$ cat config.mk
export PLATFORM = sky130hd
export DESIGN_NAME = gpio_port_edge_interrupt_top
export DESIGN_NICKNAME = d
export VERILOG_FILES = /design/src/design/gpe_pkg.sv /design/src/design/gpe_edge_match.sv /design/src/design/gpio_port_edge_interrupt_top.sv
export SDC_FILE = /design/constraint.sdc
export NUM_CORES = 1
export LEC_CHECK = 0
export ABC_CLOCK_PERIOD_IN_PS = 8300
export BUFFER_PORTS_ARGS = -buffer_cell sky130_fd_sc_hd__buf_2
export CORE_UTILIZATION = 56
export DETAILED_ROUTE_END_ITERATION = 10
export PLACE_DENSITY = 0.79
export SLEW_MARGIN = 30
export SYNTH_ARGS = -nofsm -noshare
export SYNTH_HDL_FRONTEND = slang
export SYNTH_SLANG_ARGS = --single-unit
$ cat constraint.sdc
create_clock -name clk -period 8.3 [get_ports clk]
set_input_delay 1.66 -clock clk [delete_from_list [all_inputs] [get_ports clk]]
set_output_delay 1.66 -clock clk [all_outputs]
set_load 0.01 [all_outputs]
$ cat src/design/gpe_pkg.sv
package gpe_pkg;

  localparam int PORT_W  = 16;
  localparam int SLOT_N  = 8;
  localparam int ENTRY_W = 8;
  localparam int TIME_W  = 32;
  localparam int CFG_W   = 64;
  localparam int CIDX_W  = 2;
  localparam int CHAN_W  = 4;

  typedef enum logic [1:0] {
    MODE_WR_OE   = 2'd0,
    MODE_WR_MASK = 2'd1,
    MODE_RD_OUT  = 2'd2,
    MODE_RD_IN   = 2'd3
  } mode_t;

  localparam logic [CIDX_W-1:0] CFG_OUTPUT_ENABLE = 2'd0;
  localparam logic [CIDX_W-1:0] CFG_MODULE_INDEX  = 2'd1;
  localparam logic [CIDX_W-1:0] CFG_IRQ_SOURCES   = 2'd2;

  // bit positions inside one slot entry
  localparam int ENT_ANALOG = 7;
  localparam int ENT_MODULE = 6;
  localparam int ENT_CH_HI  = 5;
  localparam int ENT_CH_LO  = 2;
  localparam int ENT_RISE   = 1;
  localparam int ENT_FALL   = 0;

  typedef struct packed {
    logic [PORT_W-1:0]         output_enable;
    logic                      module_index;
    logic [SLOT_N*ENTRY_W-1:0] irq_sources;
  } cfg_t;

  typedef struct packed {
    mode_t             mode;
    logic [PORT_W-1:0] port_value;
    logic [PORT_W-1:0] pin_mask;
    logic [TIME_W-1:0] local_time;
  } req_t;

  typedef struct packed {
    logic [PORT_W-1:0] read_data;
    logic [SLOT_N-1:0] irq_fired;
    logic [TIME_W-1:0] irq_time;
  } res_t;

endpackage

$ cat src/design/gpe_edge_match.sv
module gpe_edge_match
  import gpe_pkg::*;
#(
  parameter int CHANNELS  = 16,
  parameter int IRQ_SLOTS = 8
) (
  input  req_t              req,
  input  cfg_t              cfg,
  input  logic [PORT_W-1:0] levels,
  output logic [PORT_W-1:0] levels_nxt,
  output res_t              res
);

  // channels past the port width can never change
  localparam int CH_EFF = (CHANNELS < PORT_W) ? CHANNELS : PORT_W;

  logic              is_write;
  logic [PORT_W-1:0] upd_mask;
  logic [PORT_W-1:0] changed;
  logic [SLOT_N-1:0] fired;

  always_comb begin
    is_write = 1'b0;
    upd_mask = '0;
    unique case (req.mode)
      MODE_WR_OE: begin
        is_write = 1'b1;
        upd_mask = cfg.output_enable;
      end
      MODE_WR_MASK: begin
        is_write = 1'b1;
        upd_mask = req.pin_mask;
      end
      MODE_RD_OUT, MODE_RD_IN: begin
        is_write = 1'b0;
        upd_mask = '0;
      end
      default: begin
        is_write = 1'b0;
        upd_mask = '0;
      end
    endcase
  end

  assign changed = upd_mask & (req.port_value ^ levels);

  // each slot watches exactly one channel, so index the changed bits by it
  always_comb begin
    logic [ENTRY_W-1:0] ent;
    logic [CHAN_W-1:0]  ch;
    logic               hit;
    fired = '0;
    for (int t = 0; t < SLOT_N; t++) begin
      ent = cfg.irq_sources[t*ENTRY_W +: ENTRY_W];
      ch  = ent[ENT_CH_HI:ENT_CH_LO];
      hit = !ent[ENT_ANALOG] && (ent[ENT_MODULE] == cfg.module_index) &&
            ({1'b0, ch} < (CHAN_W+1)'(CH_EFF)) && changed[ch] &&
            ((ent[ENT_RISE] && req.port_value[ch]) ||
             (ent[ENT_FALL] && !req.port_value[ch]));
      fired[t] = (t < IRQ_SLOTS) ? hit : 1'b0;
    end
  end

  assign levels_nxt = (levels & ~upd_mask) | (req.port_value & upd_mask);

  always_comb begin
    res.irq_fired = is_write ? fired : '0;
    res.irq_time  = (is_write && (fired != '0)) ? req.local_time : '0;
    case (req.mode)
      MODE_RD_OUT: res.read_data = levels & cfg.output_enable;
      MODE_RD_IN:  res.read_data = levels & ~cfg.output_enable;
      default:     res.read_data = '0;
    endcase
  end

endmodule

$ cat src/design/gpio_port_edge_interrupt_top.sv
// Channel  | Direction | Handshake             | Payload
// input    | in        | in_valid / in_stall   | in_mode, in_port_value, in_pin_mask,
//          |           |                       | in_local_time
// result   | out       | out_valid / out_stall | out_read_data, out_irq_fired, out_irq_time
// config   | in        | cfg_we                | cfg_index, cfg_wdata
//
// One request per cycle sustained while the result side is not stalled; an accepted
// request passes through the input register, then the result register, with the
// edge/slot match logic between them.
// Synchronous active-low reset clears both valid flags, the port levels and all
// configuration registers.
// A stalled result holds; the input side stalls only when the input register is full
// and the result register cannot take its contents.
module gpio_port_edge_interrupt_top
  import gpe_pkg::*;
#(
  parameter int CHANNELS  = 16,
  parameter int IRQ_SLOTS = 8
) (
  input  logic              clk,
  input  logic              rst_n,

  input  logic              in_valid,
  output logic              in_stall,
  input  logic [1:0]        in_mode,
  input  logic [PORT_W-1:0] in_port_value,
  input  logic [PORT_W-1:0] in_pin_mask,
  input  logic [TIME_W-1:0] in_local_time,

  output logic              out_valid,
  input  logic              out_stall,
  output logic [PORT_W-1:0] out_read_data,
  output logic [SLOT_N-1:0] out_irq_fired,
  output logic [TIME_W-1:0] out_irq_time,

  input  logic              cfg_we,
  input  logic [CIDX_W-1:0] cfg_index,
  input  logic [CFG_W-1:0]  cfg_wdata
);

  cfg_t              cfg_r;
  logic [PORT_W-1:0] levels_r;
  logic [PORT_W-1:0] levels_nxt;
  logic              s1_valid_r;
  req_t              s1_req_r;
  logic              out_valid_r;
  res_t              out_res_r;
  res_t              res_nxt;
  logic              in_acc;
  logic              adv;

  assign adv      = s1_valid_r && (!out_valid_r || !out_stall);
  assign in_stall = s1_valid_r && !adv;
  assign in_acc   = in_valid && !in_stall;

  always_ff @(posedge clk) begin
    if (!rst_n) begin
      cfg_r <= '0;
    end else if (cfg_we) begin
      unique case (cfg_index)
        CFG_OUTPUT_ENABLE: cfg_r.output_enable <= cfg_wdata[PORT_W-1:0];
        CFG_MODULE_INDEX:  cfg_r.module_index  <= cfg_wdata[0];
        CFG_IRQ_SOURCES:   cfg_r.irq_sources   <= cfg_wdata[SLOT_N*ENTRY_W-1:0];
        default: ;
      endcase
    end
  end

  always_ff @(posedge clk) begin
    if (!rst_n) begin
      s1_valid_r  <= 1'b0;
      out_valid_r <= 1'b0;
      levels_r    <= '0;
    end else begin
      if (in_acc) begin
        s1_valid_r <= 1'b1;
      end else if (adv) begin
        s1_valid_r <= 1'b0;
      end
      if (adv) begin
        out_valid_r <= 1'b1;
        levels_r    <= levels_nxt;
      end else if (!out_stall) begin
        out_valid_r <= 1'b0;
      end
    end
  end

  always_ff @(posedge clk) begin
    if (in_acc) begin
      s1_req_r.mode       <= mode_t'(in_mode);
      s1_req_r.port_value <= in_port_value;
      s1_req_r.pin_mask   <= in_pin_mask;
      s1_req_r.local_time <= in_local_time;
    end
    if (adv) begin
      out_res_r <= res_nxt;
    end
  end

  gpe_edge_match #(
    .CHANNELS  (CHANNELS),
    .IRQ_SLOTS (IRQ_SLOTS)
  ) u_match (
    .req        (s1_req_r),
    .cfg        (cfg_r),
    .levels     (levels_r),
    .levels_nxt (levels_nxt),
    .res        (res_nxt)
  );

  assign out_valid     = out_valid_r;
  assign out_read_data = out_res_r.read_data;
  assign out_irq_fired = out_res_r.irq_fired;
  assign out_irq_time  = out_res_r.irq_time;

  a_rd_no_irq: assert property (@(posedge clk) disable iff (!rst_n)
    (out_valid_r && (out_read_data != '0)) |-> (out_irq_fired == '0))
    else $error("read result carries interrupt bits");

  a_stamp_zero: assert property (@(posedge clk) disable iff (!rst_n)
    (out_valid_r && (out_irq_fired == '0)) |-> (out_irq_time == '0))
    else $error("timestamp without fired slot");

  a_levels_hold: assert property (@(posedge clk) disable iff (!rst_n)
    !adv |=> $stable(levels_r))
    else $error("port levels changed without a request moving");

  a_stall_full: assert property (@(posedge clk) disable iff (!rst_n)
    in_stall |-> (s1_valid_r && out_valid_r && out_stall))
    else $error("input stalled while the pipeline can move");

endmodule

# Word-level counts from Yosys, hierarchy flattened
# Index checks and enable logic that the tools add are counted.
[totals]
regBits = 221
elab_cells = 165
input_bits = 137
out_inout_bits = 58
[op_classes]
magnitude_cmp = 8
muxes = 39
eq_ne = 14
reduce_logical = 82
bitwise = 9
[ops]
columns = ["cell", "n"]
rows = [
  ["$and 16x16->16", 5],
  ["$bmux 1 s4", 16],
  ["$pmux 16 s3", 1],
  ["$logic_and 1x1->1", 44],
  ["$lt 4x5->1 const B", 8],
  ["$not 16->16", 2],
  ["$pmux 16 s2", 1],
  ["$logic_not 1->1", 20],
  ["$mux 1", 20],
  ["$or 16x16->16", 1],
  ["$xor 16x16->16", 1],
  ["$logic_or 1x1->1", 9],
  ["$eq 1x1->1", 8],
  ["$reduce_bool 8->1", 1],
  ["$eq 2x2->1 const B", 3],
  ["$reduce_and 2->1", 3],
  ["$eq 2x1->1 const B", 2],
  ["$logic_not 2->1", 2],
  ["$reduce_or 2->1", 2],
  ["$ne 2x1->1 const B", 1],
  ["$pmux 1 s2", 1],
  ["$reduce_bool 2->1", 1],
]

# Logic depth before layout (Yosys ltp)
# Gate-level depths: netlist (run 1).
[logic_depth]
word_depth = 10
mapped_depth = 11
mapped_depth_nobuf = 7

# Modules after synthesis
# From an unflattened synthesis (run 1), not the netlist that was laid out.
[unflattened]
cells_unflattened = 1067
area_unflattened_um2 = 11910.2
[modules_own_cells]
columns = ["module", "area_per_inst_um2", "seq_area_each_um2", "n_inst", "cells_per_inst"]
rows = [
  ["gpio_port_edge_interrupt_top", 7523.5, 5645.4, 1, 535],
  ["gpe_edge_match", 4386.7, 0.0, 1, 532],
]

# Worst setup path before layout (run 1)
# No wires, ideal clock.
[synth_timing]
path_kind = "input to register"
from = "in out_stall"
to = "reg with a tool-made name"
arrival_time_ns = 6.957
cell_stages = 7
slack_ns = 1.221
setup_time_ns = 0.122
path_cell_list = "a21boi_0 -> nor2b_1 -> clkbuf_1 -> clkbuf_1 -> nand2_1 -> nand2_1 -> a21boi_0"
[synth_lines]
columns = ["item", "line_no", "rtl"]
rows = [
  ["start: declaration", "gpio_port_edge_interrupt_top.sv:31", "input logic out_stall,"],
]

# Worst setup path in the final report (run 1)
[layout_timing]
from = "in out_stall"
to = "out in_stall"
[layout_via]
elab_chain_len = 5
[layout_lines]
columns = ["item", "line_no", "rtl"]
rows = [
  ["$logic_not 1->1", "-", ""],
  ["$logic_or 1x1->1", "gpio_port_edge_interrupt_top.sv:52", "assign adv = s1_valid_r && (!out_valid_r || !out_stall);"],
  ["$logic_and 1x1->1", "gpio_port_edge_interrupt_top.sv:52", ""],
  ["$logic_not 1->1", "gpio_port_edge_interrupt_top.sv:53", "assign in_stall = s1_valid_r && !adv;"],
  ["$logic_and 1x1->1", "gpio_port_edge_interrupt_top.sv:53", ""],
  ["end: declaration", "gpio_port_edge_interrupt_top.sv:24", "output logic in_stall,"],
]
# Every way passes these cells.

==> results of run 1 <==
report_power, final:
part / total, uW / internal, uW / switching (uW)
registers: 1250 / 1200 / 52.4
logic: 254 / 110 / 144
clock network: 1030 / 624 / 410
total: 2540 / 1930 / 607
cell type report:
cell class	instances	area, um2	share of cell area (%)
Timing Repair Buffer	208	1100	8.12
Inverter	40	150	1.11
Antenna cell	1	2.50	0.0185
Multi-Input combinational cell	748	5500	40.7
Sequential cell	221	5650	41.8
Tap cell	270	338	2.50
Clock buffer	35	718	5.32
Clock inverter	5	48.8	0.362
critical path, delay by kind of cell:
family / cells / cell delay [ps]
simple gates: 1 / 260
buf+inv: 2 / 290
placed cells by master, fill, tap and decap left out, types with 8 or more instances in the layout:
cell       instances
nand2_1          213
nor2_1            22
a221oi_1           8
inv_1             40
buf_2            194
nand4_1           10
mux4_2            32
o21ai_0           33
nor2b_1           14
nand3_1           63
mux2_2            19
buf_4             13
a21oi_1           11
edfxtp_1         122
a21boi_0          99
a41oi_2           30
dfxtp_1           99
nand3b_1          14
clkbuf_16         25
mux2i_1           24
and3_1            18
xor2_1            39
cells in the mapped netlist (all sizes together) (5+ instances only):
cell    number  area (um2)
nand4b       5        43.8
nand2      213         800
mux4        35         800
nor2        22        82.6
xor2        39         342
nand3       64         320
and2         5        33.8
mux2        21         240
nor4        11         109
o22ai        6        37.5
a21boi     100         751
edfxtp     122        3660
dfxtp       99        1980
nand2b       6        37.5
nand3b      14         105
nand4       10        62.6
a21oi       12        60.1
a41oi       32         505
o21ai       33         165
nor2b       15        93.8
buf         33         199
o41ai        6        52.6
a221oi       8        70.1
inv         40         150
and3        18         113
clkbuf      68         256
mux2i       24         240
registers in the layout (all words and copies together), names as in the netlist, named ones only:
name	count
cfg_r	81
out_irq_fired	8
out_irq_time	32
out_read_data	16
out_valid	1
s1_req_r	66
s1_valid_r	1
through the flow:
step | cell area [um2] | hold WS [ps] | cells
after global placement | 12700 | 451 | 1486
after floorplan | 11700 | 438 | 1110
after detailed placement | 12700 | 460 | 1487
after CTS | 13500 | 469 | 1527
final | 13500 | 467 | 1528
after global routing | 13500 | 496 | 1527
cells by family after synthesis:
| logic type | count (synthesis) | share of synthesized area, % |
|---|---|---|
| flip-flops | 221 | 48.2 |
| multiplexers | 80 | 10.9 |
| AND/OR/NAND/NOR | 407 | 16.9 |
| AO/OA/AOI/OAI | 219 | 15.6 |
| XOR/XNOR | 42 | 3.14 |
| buffers and inverters | 141 | 5.18 |
worst min path at each step:
stage                   start   endpoint  slack, ps  cells after the start
CTS                 cfg_r[23]  cfg_r[23]        470                      2
finish              cfg_r[23]  cfg_r[23]        470                      2
detailed placement  cfg_r[23]  cfg_r[23]        460                      2
floorplan           cfg_r[39]  cfg_r[39]        440                      2
global route        cfg_r[39]  cfg_r[39]        500                      2
global placement    cfg_r[39]  cfg_r[39]        450                      2
metal layers:
layer	vias to the layer above	GRT usage (%)
met1	4427	42.4
met2	505	47.6
met3	69	5.28
met5	-	0
met4	0	11.1
li1	4292	-
==> flow_summary.json, run 1 <==
{
  "grt-ovfl-total": 0,
  "crit_path_end_kind": "output pin",
  "cts.clk_slew.worst_paths_ps": 60,
  "vias": 9293,
  "finish.utilization_pct": 66.3,
  "final_antenna_net_count": 0,
  "cts_tree": "yes",
  "clk_latency_ps": 510,
  "synth_edf_count": 122,
  "cts_resized": 0,
  "crit_path_max_incr_delay_ps": 260,
  "ys.flop_type": "edfxtp_1",
  "ys_warn_count": 0,
  "wl_met2_um": 14800,
  "cp_cell_sequence": "buf_2 > and3_1 > buf_2",
  "netlist_area_mm2": 0.0117,
  "grt_max_degree": 100,
  "grt_pass1_wl_um": 50300,
  "dpl_worst_slack_ps": 4440,
  "clock_sinks": 221,
  "gp_congestion": 1.02,
  "startpoint": "out_stall",
  "routed_via_density": 6.08,
  "powerDensity_mw_per_mm2": 188,
  "grt_usage_pct": 30.4,
  "synth-async-reset-ratio_pct": 0,
  "dr.max_layer_used": "met4",
  "die_height_um": 147,
  "crit_type": "input port to output pin",
  "synth_seq_area_share_pct": 48.2,
  "drv_cap": 0,
  "syn_inst": 1110,
  "worstHoldPathType": "flip-flop to flip-flop",
  "start_util_pct": 57.5,
  "wl_met1_um": 13700,
  "syn-num-nets": 1247,
  "slew_headroom_pct": 34.7,
  "grt_pass1_vias": 8951,
  "cts_max_path_buffers": 3,
  "post-route-drc-count": 0,
  "status": "completed",
  "crit_fanout": 3,
  "fin_crit_sh_pct": 46.7,
  "crit_top_cell": "buf_2",
  "startpoint_type": "input port",
  "worstReg2RegStart": "s1_req_r[51]",
  "firstDrtPassIters": 5,
  "fillers": 1635,
  "setup_violations": 0,
  "synth_seq_cells": 221,
  "fin_ws_ps": 4430,
  "root_buffer": "clkbuf_16",
  "endpoint": "in_stall",
  "core_region_area_mm2": 0.0204,
  "ff2ff_path_depth": 8,
  "drive_gt1_share_pct": 27.1,
  "antenna_found_initial": 0,
  "synth.distinct_cells": 61,
  "worst_ep_required_time_ps": 6640,
  "htreeDepth": 1,
  "numCtsBuffers": 22,
  "p_leak_uw": 0.00502,
  "crit_path_top_delay_cell": "and3_1",
  "place_hpwl_um": 22200,
  "ioPinCount": 195,
  "wl_per_cell_um": 21.4,
  "drt_iter0_drc": 758,
  "max_slew.worst_pin.slew_ps": 971,
  "post-route-min-period_ps": 3870,
  "row_count": 52,
  "r2r_end": "out_irq_time[0]",
  "die_area_mm2": 0.0215,
  "syn_avg_cell_area_um2": 10.5,
  "finalWirelength_um": 32700,
  "critPathArrivalTime_ps": 2210,
  "r2r_setup_slack_ps": 4620,
  "clock_skew_ps": 11.3,
  "area_delta_synth_final_pct": 15.3,
  "post_cts_buffers": 0,
  "tns_ps": 0,
  "dr_wl_met3_um": 3200,
  "total_power_uw": 2540,
  "nets": 1378,
  "io_buffers": 194,
  "hold_buffers": 0,
  "fp.dieW_um": 147,
  "rsz0062_at_grt": "no",
  "fmax_mhz": 258,
  "slew_violations": 0,
  "vdd_drop_max_mv": 0.126,
  "finalHoldViolCount": 0
}
Power figures use the tool's default switching activity.
==> inputs of run 2 (changes only) <==
--- a/config.mk
+++ b/config.mk
@@ -5,7 +5,7 @@
 export SDC_FILE = /design/constraint.sdc
 export NUM_CORES = 1
 export LEC_CHECK = 0
-export ABC_CLOCK_PERIOD_IN_PS = 8300
+export ABC_CLOCK_PERIOD_IN_PS = 3900
 export BUFFER_PORTS_ARGS = -buffer_cell sky130_fd_sc_hd__buf_2
 export CORE_UTILIZATION = 56
 export DETAILED_ROUTE_END_ITERATION = 10
==> constraint.sdc (replaced) <==
create_clock -name clk -period 3.9 [get_ports clk]
set_input_delay 0.78 -clock clk [delete_from_list [all_inputs] [get_ports clk]]
set_output_delay 0.78 -clock clk [all_outputs]
set_load 0.01 [all_outputs]
==> run 2 against run 1 <==
  * Clock power grew 120%
  * First-iteration DRC count up 40%
  * Utilization up 1.1 points
  * Sequential power up 110%
  * Clock skew grew 2.7 ps
  * Die area unchanged
  * Register-to-register slack worse by 4300 ps
  * Routed wire length grew 10%
  * Worst hold slack got worse by 31 ps
  * Combinational power up 130%
  * Largest power group unchanged
==> flow_summary.json, run 2 (synthesis results as in run 1) <==
{
  "status": "completed",
  "post-route-min-period_ps": 3540,
  "startpoint_type": "flip-flop",
  "io_buffers": 194,
  "powerDensity_mw_per_mm2": 399,
  "numCtsBuffers": 23,
  "htreeDepth": 1,
  "ff2ff_path_depth": 9,
  "r2r_setup_slack_ps": 360,
  "max_slew.worst_pin.slew_ps": 933,
  "crit_type": "flip-flop to flip-flop",
  "min_to": "s1_req_r[25]",
  "largest_reg_flops": 81,
  "worstHoldPathType": "input port to flip-flop",
  "die_height_um": 147,
  "row_count": 52,
  "p_leak_uw": 0.00517,
  "wl_met2_um": 16400,
  "grt_max_degree": 67,
  "cts_max_path_buffers": 3,
  "final_common_cell": "nand2_1",
  "crit_path_max_incr_delay_ps": 640,
  "wl_per_cell_um": 23.1,
  "fp.dieW_um": 147,
  "fin_cells": 1558,
  "drv_cap": 0,
  "dr_wl_met3_um": 3770,
  "crit_path_top_delay_cell": "a2111oi_2",
  "whs_path_depth": 1,
  "grt_usage_pct": 34.0,
  "fmax_mhz": 283,
  "grt_pass1_wl_um": 55700,
  "place_hpwl_um": 26200,
  "slew_violations": 0,
  "worstReg2RegStart": "s1_req_r[64]",
  "most-common-layout-cells": "nand2_1 (213), buf_2 (194), edfxtp_1 (122)",
  "dpl_worst_slack_ps": 493,
  "post-place-cells": 1516,
  "total_power_uw": 5470,
  "final_antenna_net_count": 0,
  "crit_top_cell": "buf_12",
  "routed_via_density": 6.25,
  "worstHoldStart": "in_local_time[25]",
  "hold_buffers": 0,
  "finalHoldViolCount": 0,
  "vdd_drop_max_mv": 0.312,
  "r2r_end": "out_irq_time[5]",
  "fin_ws_ps": 362,
  "post-route-drc-count": 0,
  "root_buffer": "clkbuf_16",
  "rsz0062_at_grt": "no",
  "vias": 9734,
  "finalWirelength_um": 36000,
  "cp_cell_sequence": "buf_12 > mux2_2 > nand2_1 > o21ai_0 > a2111oi_2 > nor4_2 > nor4_4 > buf_12 > a41oi_2",
  "clock_skew_ps": 14.0,
  "clock_sinks": 221,
  "ioPinCount": 195,
  "die_area_mm2": 0.0215,
  "grt-ovfl-total": 0,
  "post_cts_buffers": 0,
  "setup_violations": 0,
  "top_register": "cfg_r",
  "cts.clk_slew.worst_paths_ps": 60,
  "dr.max_layer_used": "met4",
  "nets": 1408,
  "antenna_found_initial": 0,
  "firstDrtPassIters": 6,
  "drive_gt1_share_pct": 28.5,
  "cts_resized": 0,
  "grt_pass1_vias": 9467,
  "cts_tree": "yes",
  "area_delta_synth_final_pct": 17.3,
  "wl_met1_um": 14500,
  "core_region_area_mm2": 0.0204,
  "antennaDiodeCount": 0,
  "crit_path_end_kind": "flip-flop",
  "start_util_pct": 57.5,
  "fin_crit_sh_pct": 90.7,
  "gp_congestion": 1.07,
  "clk_latency_ps": 520,
  "tns_ps": 0,
  "crit_fanout": 34,
  "critPathArrivalTime_ps": 3760,
  "worst_ep_required_time_ps": 4130,
  "slew_headroom_pct": 37.8,
  "drt_iter0_drc": 1062
}
## run 2: cell types whose count changed in the layout (fill, tap and decap cells not counted), sizes merged
cell,change
buf,+29
clkbuf,-3
bufinv,+2
clkinv,+2
diode,-1
inv,+1
## run 2: worst max-delay path: cells and delay by family (launching register included)
| kind | cells | cell delay [ps] |
|---|---|---|
| mux | 1 | 420 |
| flops | 1 | 380 |
| buf+inv | 2 | 520 |
| simple gates | 3 | 840 |
| compound gates | 3 | 1050 |
## run 2: stage by stage
stage	utilization [%]	instance area (um2)	hold slack (ps)
6_report	67.4	13700	436
5_1_grt	67.4	13700	415
4_1_cts	67.4	13700	423
3_5_place_dp	63.7	13000	461
3_3_place_gp	63.6	12900	445
2_1_floorplan	-	11700	438
## run 2: area by class of cell
class | count | area, um2
clock inverter | 10 | 126
inverter | 40 | 150
sequential | 221 | 5650
fill | 1641 | 6640
multi-input combinational | 748 | 5490
tap | 270 | 338
clock buffer | 32 | 629
timing repair buffer | 237 | 1350
## run 2: layer usage
metal  global-route usage, %  up-vias
li1                        -     4350
met4                    11.0        0
met1                    45.8     4667
met2                    54.4      600
met3                    7.81      117
met5                       0        -
## run 2: worst max path at each step
stage            startpoint               end  cells past startpoint  slack, ps
6_report       s1_req_r[64]   out_irq_time[5]                      9        360
5_1_grt        s1_req_r[64]   out_irq_time[0]                      9        300
4_1_cts           cfg_r[18]   out_irq_time[5]                      7        460
3_5_place_dp      cfg_r[18]   out_irq_time[0]                      7        490
3_3_place_gp   s1_req_r[64]  out_irq_time[31]                      9        440
2_1_floorplan     out_stall         flip-flop                      7        460
## run 2: power by group
part	total (uW)	internal (uW)	switching (uW)
registers	2660	2550	106
logic	581	253	329
clock network	2230	1330	905
